<file path="config.mk">
export PLATFORM = sky130hd
export DESIGN_NAME = prescaled_match_timer
export DESIGN_NICKNAME = d
export VERILOG_FILES = /design/src/sv/pmt_pkg.sv /design/src/sv/pmt_step.sv /design/src/sv/prescaled_match_timer.sv
export VERILOG_INCLUDE_DIRS = /design/src /design/src/sv
export SDC_FILE = /design/constraint.sdc
export NUM_CORES = 1
export LEC_CHECK = 0
export BUFFER_PORTS_ARGS = -buffer_cell sky130_fd_sc_hd__buf_2
export CORE_MARGIN = 2
export CORE_UTILIZATION = 60
export CTS_CLUSTER_DIAMETER = 150
export DETAILED_ROUTE_END_ITERATION = 8
export GPL_TIMING_DRIVEN = 1
export PLACE_DENSITY = 0.81
export SETUP_SLACK_MARGIN = 0.4
export SLEW_MARGIN = 20
export SYNTH_ARGS = -nofsm -noshare
export SYNTH_HDL_FRONTEND = slang
export SYNTH_HIERARCHICAL = 1
export SYNTH_SLANG_ARGS = --single-unit
</file>
<file path="constraint.sdc">
create_clock -name clk_i -period 5.4 [get_ports clk_i]
set_input_delay 1.62 -clock clk_i [delete_from_list [all_inputs] [get_ports clk_i]]
set_output_delay 1.62 -clock clk_i [all_outputs]
set_load 0.005 [all_outputs]
</file>
<file path="src/sv/prescaled_match_timer_assert.svh">
// Assertion macros for the prescaled match timer.
// Each macro expects clk_i and rst_ni to be visible where it is used.
`ifndef PRESCALED_MATCH_TIMER_ASSERT_SVH
`define PRESCALED_MATCH_TIMER_ASSERT_SVH

// Same-cycle implication, checked out of reset.
`define PMT_ASSERT_NOW(label, ante, cons, msg) \
  label: assert property (@(posedge clk_i) disable iff (!rst_ni) (ante) |-> (cons)) \
    else $error(msg);

// Next-cycle implication, checked out of reset.
`define PMT_ASSERT_NEXT(label, ante, cons, msg) \
  label: assert property (@(posedge clk_i) disable iff (!rst_ni) (ante) |=> (cons)) \
    else $error(msg);

`endif

</file>
<file path="src/sv/pmt_pkg.sv">
// Shared types and constants of the prescaled match timer.
// Used by pmt_step and prescaled_match_timer; depends on nothing.
`default_nettype none

package pmt_pkg;

  localparam int unsigned CntW   = 32;
  localparam int unsigned PscW   = 32;
  localparam int unsigned BitsW  = 6;
  localparam int unsigned CfgIdxW  = 3;
  localparam int unsigned CfgDataW = 32;

  typedef enum logic [2:0] {
    OP_TICK  = 3'd0,
    OP_START = 3'd1,
    OP_STOP  = 3'd2,
    OP_LOAD  = 3'd3,
    OP_CLEAR = 3'd4
  } opcode_e;

  typedef enum logic [CfgIdxW-1:0] {
    REG_PRESCALE  = 3'd0,
    REG_MATCH     = 3'd1,
    REG_CNT_BITS  = 3'd2,
    REG_RST_MATCH = 3'd3,
    REG_IRQ_EN    = 3'd4
  } cfg_reg_e;

  localparam logic [PscW-1:0]  PrescaleReset = '0;
  localparam logic [CntW-1:0]  MatchReset    = '1;
  localparam logic [BitsW-1:0] CntBitsReset  = 6'd32;

  typedef struct packed {
    logic [PscW-1:0]  prescale_value;
    logic [CntW-1:0]  match_value;
    logic [BitsW-1:0] counter_bits;
    logic             reset_on_match;
    logic             interrupt_enable;
  } pmt_cfg_t;

  typedef struct packed {
    logic [CntW-1:0] main_count;
    logic [PscW-1:0] prescale_count;
    logic            enabled;
    logic            flag_pending;
    logic            toggle_out;
  } pmt_state_t;

endpackage

`default_nettype wire

</file>
<file path="src/sv/pmt_step.sv">
// Next-state logic of the prescaled match timer for one operation.
// Depends on pmt_pkg for the opcode, configuration and state types.
`default_nettype none

module pmt_step import pmt_pkg::*; #(
  parameter int unsigned MaxCounterBits = 32
) (
  input  pmt_cfg_t        cfg_i,
  input  pmt_state_t      state_i,
  input  opcode_e         op_i,
  input  logic [CntW-1:0] load_value_i,
  output pmt_state_t      state_o
);

  localparam logic [BitsW-1:0] MaxBits = BitsW'(MaxCounterBits);

  logic [BitsW-1:0] bits_eff;
  logic [CntW-1:0]  mask;
  logic [CntW-1:0]  target;
  logic [CntW-1:0]  cur;
  logic [CntW-1:0]  step_count;
  logic             step_hit;

  // Active width is clamped into one to the synthesised maximum.
  always_comb begin
    if (cfg_i.counter_bits == '0) begin
      bits_eff = BitsW'(1);
    end else if (cfg_i.counter_bits > MaxBits) begin
      bits_eff = MaxBits;
    end else begin
      bits_eff = cfg_i.counter_bits;
    end
    for (int i = 0; i < CntW; i++) begin
      mask[i] = (BitsW'(i) < bits_eff);
    end
  end

  always_comb begin
    target = cfg_i.match_value & mask;
    cur    = state_i.main_count & mask;
    if (cfg_i.reset_on_match && (cur == target)) begin
      step_count = '0;
    end else begin
      step_count = (cur + CntW'(1)) & mask;
    end
    step_hit = (step_count == target);
  end

  always_comb begin
    state_o = state_i;
    case (op_i)
      OP_TICK: begin
        if (state_i.enabled) begin
          if (state_i.prescale_count >= cfg_i.prescale_value) begin
            state_o.prescale_count = '0;
            state_o.main_count     = step_count;
            if (step_hit) begin
              state_o.toggle_out = ~state_i.toggle_out;
              if (cfg_i.interrupt_enable) begin
                state_o.flag_pending = 1'b1;
              end
            end
          end else begin
            state_o.prescale_count = state_i.prescale_count + PscW'(1);
          end
        end
      end
      OP_START: begin
        state_o.flag_pending = 1'b0;
        state_o.toggle_out   = 1'b0;
        state_o.enabled      = 1'b1;
      end
      OP_STOP: begin
        state_o.enabled = 1'b0;
      end
      OP_LOAD: begin
        state_o.main_count     = load_value_i & mask;
        state_o.prescale_count = '0;
      end
      OP_CLEAR: begin
        state_o.flag_pending = 1'b0;
      end
      default: begin
        state_o = state_i;
      end
    endcase
  end

endmodule

`default_nettype wire

</file>
<file path="src/sv/prescaled_match_timer.sv">
// Top level of the prescaled match timer: request register, state and result.
// Depends on pmt_pkg, pmt_step and prescaled_match_timer_assert.svh.
`default_nettype none

`include "prescaled_match_timer_assert.svh"

// A general-purpose timer with a 32-bit prescaler and one match channel. Each
// request carries an operation (tick, start, stop, load count, clear flag) and
// yields exactly one result reporting the count, the pending interrupt flag,
// the match output level and the running state after that operation. While
// the output is not stalled, the block sustains one request per clock cycle:
// a request is captured in an input register, and from there the whole state
// update (prescale compare and increment, counter step with match compare) is
// done in one pass of logic and written into the state registers, which
// double as the result register; this happens once the result slot is empty
// or its current result is being taken by the receiver.
// While a result is waiting on a stalled output, one further request can be
// held in the input register; only when both are occupied is in_stall_o
// raised. Configuration registers are written directly through the write port
// and must only change while no request is in flight. Indexes beyond the
// register list are ignored. MAX_COUNTER_BITS sets the width of the counter
// flops; counter_bits above it behaves as MAX_COUNTER_BITS.
module prescaled_match_timer import pmt_pkg::*; #(
  parameter int unsigned MAX_COUNTER_BITS = 32
) (
  input  logic                clk_i,
  input  logic                rst_ni,
  // Configuration write port
  input  logic                cfg_we_i,
  input  logic [CfgIdxW-1:0]  cfg_index_i,
  input  logic [CfgDataW-1:0] cfg_data_i,
  // Request channel
  input  logic                in_valid_i,
  output logic                in_stall_o,
  input  logic [2:0]          opcode_i,
  input  logic [CntW-1:0]     load_value_i,
  // Result channel
  output logic                out_valid_o,
  input  logic                out_stall_i,
  output logic [CntW-1:0]     count_now_o,
  output logic                irq_pending_o,
  output logic                match_level_o,
  output logic                is_running_o
);

  // Configuration registers.
  pmt_cfg_t cfg_q;

  always_ff @(posedge clk_i or negedge rst_ni) begin
    if (!rst_ni) begin
      cfg_q.prescale_value   <= PrescaleReset;
      cfg_q.match_value      <= MatchReset;
      cfg_q.counter_bits     <= CntBitsReset;
      cfg_q.reset_on_match   <= 1'b0;
      cfg_q.interrupt_enable <= 1'b0;
    end else if (cfg_we_i) begin
      case (cfg_reg_e'(cfg_index_i))
        REG_PRESCALE:  cfg_q.prescale_value   <= cfg_data_i[PscW-1:0];
        REG_MATCH:     cfg_q.match_value      <= cfg_data_i[CntW-1:0];
        REG_CNT_BITS:  cfg_q.counter_bits     <= cfg_data_i[BitsW-1:0];
        REG_RST_MATCH: cfg_q.reset_on_match   <= cfg_data_i[0];
        REG_IRQ_EN:    cfg_q.interrupt_enable <= cfg_data_i[0];
        default: begin
        end
      endcase
    end
  end

  // Handshake control. A request moves out of the input register when the
  // result slot is empty or its current result is being taken.
  logic s1_valid_q, s1_valid_d;
  logic out_valid_q, out_valid_d;
  logic advance;
  logic accept;

  assign advance     = s1_valid_q && (!out_valid_q || !out_stall_i);
  assign in_stall_o  = s1_valid_q && !advance;
  assign accept      = in_valid_i && !in_stall_o;
  assign s1_valid_d  = accept || (s1_valid_q && !advance);
  assign out_valid_d = advance || (out_valid_q && out_stall_i);

  always_ff @(posedge clk_i or negedge rst_ni) begin
    if (!rst_ni) begin
      s1_valid_q  <= 1'b0;
      out_valid_q <= 1'b0;
    end else begin
      s1_valid_q  <= s1_valid_d;
      out_valid_q <= out_valid_d;
    end
  end

  // Input register payload.
  logic [2:0]      s1_op_q;
  logic [CntW-1:0] s1_load_q;

  always_ff @(posedge clk_i) begin
    if (accept) begin
      s1_op_q   <= opcode_i;
      s1_load_q <= load_value_i;
    end
  end

  // Timer state. The counter flops are only as wide as the largest active
  // width; the step logic masks everything above it to zero anyway.
  logic [MAX_COUNTER_BITS-1:0] main_count_q;
  logic [PscW-1:0]             prescale_q;
  logic                        enabled_q;
  logic                        flag_q;
  logic                        toggle_q;
  pmt_state_t                  state_cur;
  pmt_state_t                  state_d;

  always_comb begin
    state_cur.main_count     = CntW'(main_count_q);
    state_cur.prescale_count = prescale_q;
    state_cur.enabled        = enabled_q;
    state_cur.flag_pending   = flag_q;
    state_cur.toggle_out     = toggle_q;
  end

  pmt_step #(
    .MaxCounterBits(MAX_COUNTER_BITS)
  ) u_step (
    .cfg_i       (cfg_q),
    .state_i     (state_cur),
    .op_i        (opcode_e'(s1_op_q)),
    .load_value_i(s1_load_q),
    .state_o     (state_d)
  );

  always_ff @(posedge clk_i or negedge rst_ni) begin
    if (!rst_ni) begin
      main_count_q <= '0;
      prescale_q   <= '0;
      enabled_q    <= 1'b0;
      flag_q       <= 1'b0;
      toggle_q     <= 1'b0;
    end else if (advance) begin
      main_count_q <= state_d.main_count[MAX_COUNTER_BITS-1:0];
      prescale_q   <= state_d.prescale_count;
      enabled_q    <= state_d.enabled;
      flag_q       <= state_d.flag_pending;
      toggle_q     <= state_d.toggle_out;
    end
  end

  // The state only moves when a new result is loaded, so it is the result.
  assign out_valid_o   = out_valid_q;
  assign count_now_o   = CntW'(main_count_q);
  assign irq_pending_o = flag_q;
  assign match_level_o = toggle_q;
  assign is_running_o  = enabled_q;

  // The input side only stalls when both the input register and a blocked
  // result are occupied.
  `PMT_ASSERT_NOW(a_stall_only_when_full, in_stall_o,
    out_valid_q && out_stall_i && s1_valid_q, "input stalled without a blocked result")
  // A start always leaves the timer running with flag and match output cleared.
  `PMT_ASSERT_NEXT(a_start_clears, advance && (s1_op_q == OP_START),
    enabled_q && !flag_q && !toggle_q, "start did not clear flag and match output")
  // A tick while stopped leaves both counters untouched.
  `PMT_ASSERT_NEXT(a_stopped_tick_holds, advance && (s1_op_q == OP_TICK) && !enabled_q,
    $stable(main_count_q) && $stable(prescale_q), "stopped tick changed a count")
  // State never moves while a result is held back.
  `PMT_ASSERT_NEXT(a_state_holds_on_stall, out_valid_q && out_stall_i,
    $stable(main_count_q) && $stable(flag_q) && $stable(toggle_q),
    "state changed under a stalled result")

endmodule

`default_nettype wire
</file>
# After elaboration in Yosys (flattened, before gate mapping)
# Cells that the tools add are included.
[totals]
inputBits = 75
output_inout_bits = 37
register_bits = 176
[op_classes]
n_bitwise = 5
n_eq_ne = 14
n_mux = 14
n_reduce_logical = 30
n_lt_le_gt_ge = 34
addsub = 2
[op_table]
columns = ["cell", "count"]
rows = [
  ["bitwise AND 32 bit", 4],
  ["case mux 64 bit (2 select lines)", 1],
  ["less-than comparator 5 x 6 -> 1 bit (first input constant)", 16],
  ["two-way mux 32 bit", 3],
  ["adder 32 x 1 -> 32 bit (second input constant)", 2],
  ["equality test 32 bit", 2],
  ["two-way mux 64 bit", 1],
  ["less-than comparator 4 x 6 -> 1 bit (first input constant)", 8],
  ["greater-or-equal comparator 32 bit", 1],
  ["less-than comparator 3 x 6 -> 1 bit (first input constant)", 4],
  ["equality test 3 x 2 -> 1 bit (second input constant)", 4],
  ["less-than comparator 1 x 6 -> 1 bit (first input constant)", 2],
  ["less-than comparator 2 x 6 -> 1 bit (first input constant)", 2],
  ["two-way mux 6 bit", 2],
  ["AND reduction 2 bit", 6],
  ["nonzero test 2 bit", 4],
  ["equality test 3 x 1 -> 1 bit (second input constant)", 2],
  ["equality test 3 bit (second input constant)", 2],
  ["greater-than comparator 6 bit (second input constant)", 1],
  ["zero test 3 bit", 2],
  ["zero test 6 bit", 1],
  ["two-way mux 2 bit", 3],
  ["case mux 1 bit (2 select lines)", 3],
  ["AND reduction 6 bit", 1],
  ["other kinds (11)", 22],
]

# Longest topological paths before layout
[depth]
word_depth = 13
ltp_mapped = 18

# Modules after synthesis
# The synthesis kept the hierarchy.
[by_module_without_submodules]
columns = ["mod", "area_per_inst_um2", "cells_each", "seq_area_each_um2", "instances"]
rows = [
  ["prescaled_match_timer", 6411.1, 341, 4620.7, 1],
  ["pmt_step", 5602.9, 890, 0.0, 1],
]

# Least setup slack after synthesis
# No wires, ideal clock.
[synth_path]
path_kind = "reg2reg"
from = "register cfg_q[4] in the netlist's numbering"
to = "register toggle_q (netlist: match_level_o)"
path_slack_ps = 1463
arrival_time_ps = 3813
synth_period_minus_slack_ps = 3937
path_stages_with_launch = 19
setup_ps = 125
path_cell_list = "dfrtp_1 buf_6 buf_2 nor3_1 nand2_1 and2_1 ha_1 inv_1 nor3_1 nor4_1 o221ai_1 nor4_1 nor4b_1 nand4_1 nor4b_1 and4b_1 nand4_1 mux2i_1 mux2_2"
[synth_between]
elab_chain_len = 11
elab_cells_between_ends = 46
classes_between = "1 x add/sub; 33 x order compare; 3 x eq/ne; 3 x mux; 3 x bitwise; 3 x reduce/logical"
[synth_rtl]
columns = ["item", "line", "source"]
rows = [
  ["start, declared", "prescaled_match_timer.sv:47", "pmt_cfg_t cfg_q;"],
  ["greater-than comparator 6 bit", "pmt_step.sv:28", "end else if (cfg_i.counter_bits > MaxBits) begin"],
  ["two-way mux 6 bit", "pmt_step.sv:28", ""],
  ["two-way mux 6 bit *", "pmt_step.sv:26", "if (cfg_i.counter_bits == '0) begin"],
  ["less-than comparator 1 x 6 -> 1 bit (tied with other cells)", "pmt_step.sv:34", "mask[i] = (BitsW'(i) < bits_eff);"],
  ["bitwise AND 32 bit, on equally long branches", "pmt_step.sv:40, pmt_step.sv:39", ""],
  ["adder 32 x 1 -> 32 bit / equality test 32 bit (equally long branches)", "pmt_step.sv:44, pmt_step.sv:41", ""],
  ["bitwise AND 32 bit / logical AND 1 bit (equally long branches)", "pmt_step.sv:44, pmt_step.sv:41", ""],
  ["two-way mux 32 bit", "pmt_step.sv:41", "if (cfg_i.reset_on_match && (cur == target)) begin"],
  ["equality test 32 bit *", "pmt_step.sv:46", "step_hit = (step_count == target);"],
  ["!= test 2 x 1 -> 1 bit (no source line) *", "--", ""],
  ["AND reduction 5 bit (no source line) *", "--", ""],
  ["end signal, assigned", "prescaled_match_timer.sv:143", "toggle_q <= state_d.toggle_out;"],
  ["end, declared", "prescaled_match_timer.sv:109", "logic toggle_q;"],
]
# Mark *: on every way between the ends. The rest lies on a longest branch, timed or not.
# A chain may end at the register's enable or synchronous reset.

# Worst setup path in the final report
# Same ends and word-level chain as after synthesis.

==> flow_metrics.py <==
metrics = {
    "global_route": {
        "antenna_found_initial": 1,
        "track_usage_pct": 40.7,
        "grt_pass1_vias": 10700,
        "grt-ovfl-total": 0,
        "grt_first_pass_wirelength_um": 65700,
        "grt_max_degree": 78,
    },
    "power": {
        "cellInternalPower_mw": 3.20,
        "cellPowerDensity_nw_per_um2": 412,
        "p_clk_share_pct": 24.0,
        "finalPower_mw": 5.58,
        "ir_drop_mv": 0.281,
        "netSwitchingFraction_pct": 42.8,
        "seq_power_share_pct": 38.6,
        "switchingPower_mw": 2.39,
        "combPwrFrac_pct": 37.4,
        "power.leakage_nw": 5.70,
    },
    "route": {
        "routed_wl_um": 43800,
        "vias": 11200,
        "drt_iter0_drc": 1565,
        "via_per_inst": 6.95,
        "ant_nets": 0,
        "wl_per_cell_um": 27.2,
        "first_pass_iters": 7,
        "drc": 0,
    },
    "synthesis": {
        "synth.distinct_cells": 93,
        "synth_edf_count": 35,
        "synth-seq-area-share_pct": 38.5,
        "ys_seq_elements": 176,
        "synth_async_sr_flop_share_pct": 80.1,
        "synth_area_um2": 12000,
        "syn-mean-instance-area_um2": 9.76,
        "synthCells": 1231,
        "syn_nets": 1340,
        "ys.flop_type": "dfrtp_1",
        "yosysWarnings": 6,
    },
    "cells_and_area": {
        "mostFrequentLayoutCell": "mux2_2",
        "final_cell_mix": "134 x mux2_2, 110 x buf_2, 105 x dfrtp_1",
        "n_fill_cell": 1465,
        "antenna_cells": 0,
        "drive_above_1_share_pct": 29.9,
        "nNetsFinal": 1440,
        "synthToLayoutAreaGrowth_pct": 12.7,
        "fin_util_pct": 69.4,
    },
    "placement": {
        "gp_congestion": 1.03,
        "io_buffers": 111,
        "post-dp-hpwl_um": 31400,
        "pre_cts_slack_ps": 429,
    },
    "timing": {
        "hold_viol": 0,
        "drv_slew": 0,
        "grt_setup_unrepaired": "false",
        "period_minus_slack_ps": 5020,
        "setup_slack_ps": 379,
        "tns_ps": 0,
        "maxClockFrequency_mhz": 199,
        "worst_pin_slew_ps": 1010,
        "holdWs_ps": 493,
        "relSlewSlack_pct": 32.8,
        "setup_viol": 0,
        "finalClockSkew_ps": 18.9,
        "fin_crit_sh_pct": 93.0,
    },
    "floorplan": {
        "die_w_um": 146,
        "die_h_um": 146,
        "start_util_pct": 61.5,
        "pin_count": 112,
        "core-area_um2": 19500,
        "dieArea_um2": 21200,
        "row_count": 51,
    },
    "worst_hold_path": {
        "hold_path.class": "flip-flop to flip-flop",
        "worstHoldStart": "cfg_q[56]",
        "whs_path_depth": 1,
    },
    "critical_path": {
        "critPathArrivalTime_ps": 5350,
        "crit_required_ps": 5720,
        "slowest_delay_ps": 660,
        "crit_path_start_kind": "flip-flop",
        "cp-end-kind": "flip-flop",
        "path_max_fanout": 33,
        "reg2reg_from": "cfg_q[4]",
        "r2r_cells": 17,
        "path_class": "flip-flop to flip-flop",
        "cp_cell_sequence": "buf_4 > or4_1 > buf_4 > a222oi_1 > a21boi_1 > nand4_1 > nor3_4 > buf_4 > nand2_1 > buf_4 > o21ai_0 > o221ai_1 > nor3_1 > nand4_1 > buf_4 > mux2i_1 > mux2_2",
        "critPathSlowestCell": "a222oi_1",
        "crit_start": "cfg_q[4]",
        "critPathMostFrequentCell": "buf_4",
    },
    "clocking": {
        "clock-sinks": 176,
        "cts_tree": "yes",
        "cts_buffer_depth": 2,
        "clkLatencyLatePin_ps": 450,
        "cts_hold_buf": 0,
        "cts-root-buf": "clkbuf_16",
        "clkSlewWorstSetupHoldPaths_ps": 80,
        "cts_max_level": 4,
        "cts_made_buffers": 17,
    },
    "outcome": {
        "status": "finished, final reports clean",
    },
    "flow_run": {
        "maxCapViolCount": 0,
    },
}
==> per-stage QoR <==
step	std cells	cell area, µm²
floorplan	1231	12000
global placement	1576	12900
detailed placement	1576	12900
CTS	1608	13500
global route	1609	13500
finish	1609	13500
==> worst max-delay path: cells and delay by family, from the launching register on <==
family	cells	cell delay (ps)
buf+inv	5	1170
simple gates	6	1710
mux	2	410
flops	1	390
compound gates	4	1230
==> synthesized netlist by cell type, types with 12 or more instances <==
cell      count  area, µm²
xnor2_1      26        228
mux2_2      134       1510
buf_2        19       95.1
nor3_1       25        125
a21oi_1      56        280
a21o_1       23        173
nand2_1      90        338
a32oi_1      16        140
nand3_1      43        215
o21ai_0      87        435
edfxtp_1     35       1050
nor2_1       73        274
xor2_1       34        298
dfrtp_1     108       2700
clkbuf_1     38        143
o31ai_1      15        113
nor4_1       12       75.1
nand4_1      30        188
nand2b_1     15       93.8
ha_1         34        425
inv_1        45        169
dfstp_2      33        867
and3_1       12       75.1
==> worst paths after layout <==
path | to | slack [ps]
max | match_level_o | 380
min | cfg_q[56] | 490
max reg2reg | match_level_o | 380
min reg2reg | cfg_q[56] | 490
max in group asynchronous | cfg_q[31] | 3190
min in group asynchronous | count_now_o[16] | 1190
==> final cells by class <==
| class | count | area, µm² | area share (%) |
|---|---|---|---|
| Clock buffer | 17 | 425 | 3.14 |
| Multi-Input combinational cell | 928 | 6810 | 50.3 |
| Tap cell | 265 | 332 | 2.45 |
| Clock inverter | 15 | 208 | 1.53 |
| Sequential cell | 176 | 4620 | 34.1 |
| Inverter | 45 | 169 | 1.25 |
| Timing Repair Buffer | 163 | 977 | 7.21 |
==> registers in the layout, summed over array words and instances, names as in the netlist <==
| signal | flops |
|---|---|
| out_valid_o | 1 |
| prescale_q | 32 |
| s1_valid_q | 1 |
| irq_pending_o | 1 |
| cfg_q | 72 |
| is_running_o | 1 |
| match_level_o | 1 |
| count_now_o | 32 |
| s1_op_q | 3 |
| s1_load_q | 32 |
==> cell families after synthesis <==
| group | count (synthesis) | share of synthesized area, % |
|---|---|---|
| buf+inv | 127 | 5.37 |
| xor+xnor | 60 | 4.37 |
| simple gates | 379 | 17.1 |
| mux | 143 | 13.4 |
| fa+ha+maj | 34 | 3.54 |
| flops | 176 | 38.5 |
| compound gates | 312 | 17.8 |
==> metal layers <==
metal	vias to the layer above	GRT usage, %	share of wire, %
li1	4826	-	-
met1	5421	55.9	40
met2	789	64.1	45
met3	154	8.71	10
met4	0	14.3	4.0
met5	-	0	0
==> what timing repair did <==
action | CTS | global route
hold endpoints to repair | 0 | 0
gates resized for setup | 2 | 9
buffers inserted | 0 | 1
pin swaps | 0 | 1
endpoints found under the setup margin | 1 | 2
==> power groups by stage <==
stage / clock (mW) / sequential (mW) / combinational (mW)
global placement: 0 / 2.14 / 1.95
global route: 1.40 / 2.18 / 2.19
CTS: 1.35 / 2.13 / 2.00
floorplan: 0 / 1.89 / 1.42
finish: 1.34 / 2.15 / 2.09
detailed placement: 0 / 2.15 / 1.97
Power figures use the tool's default switching activity.
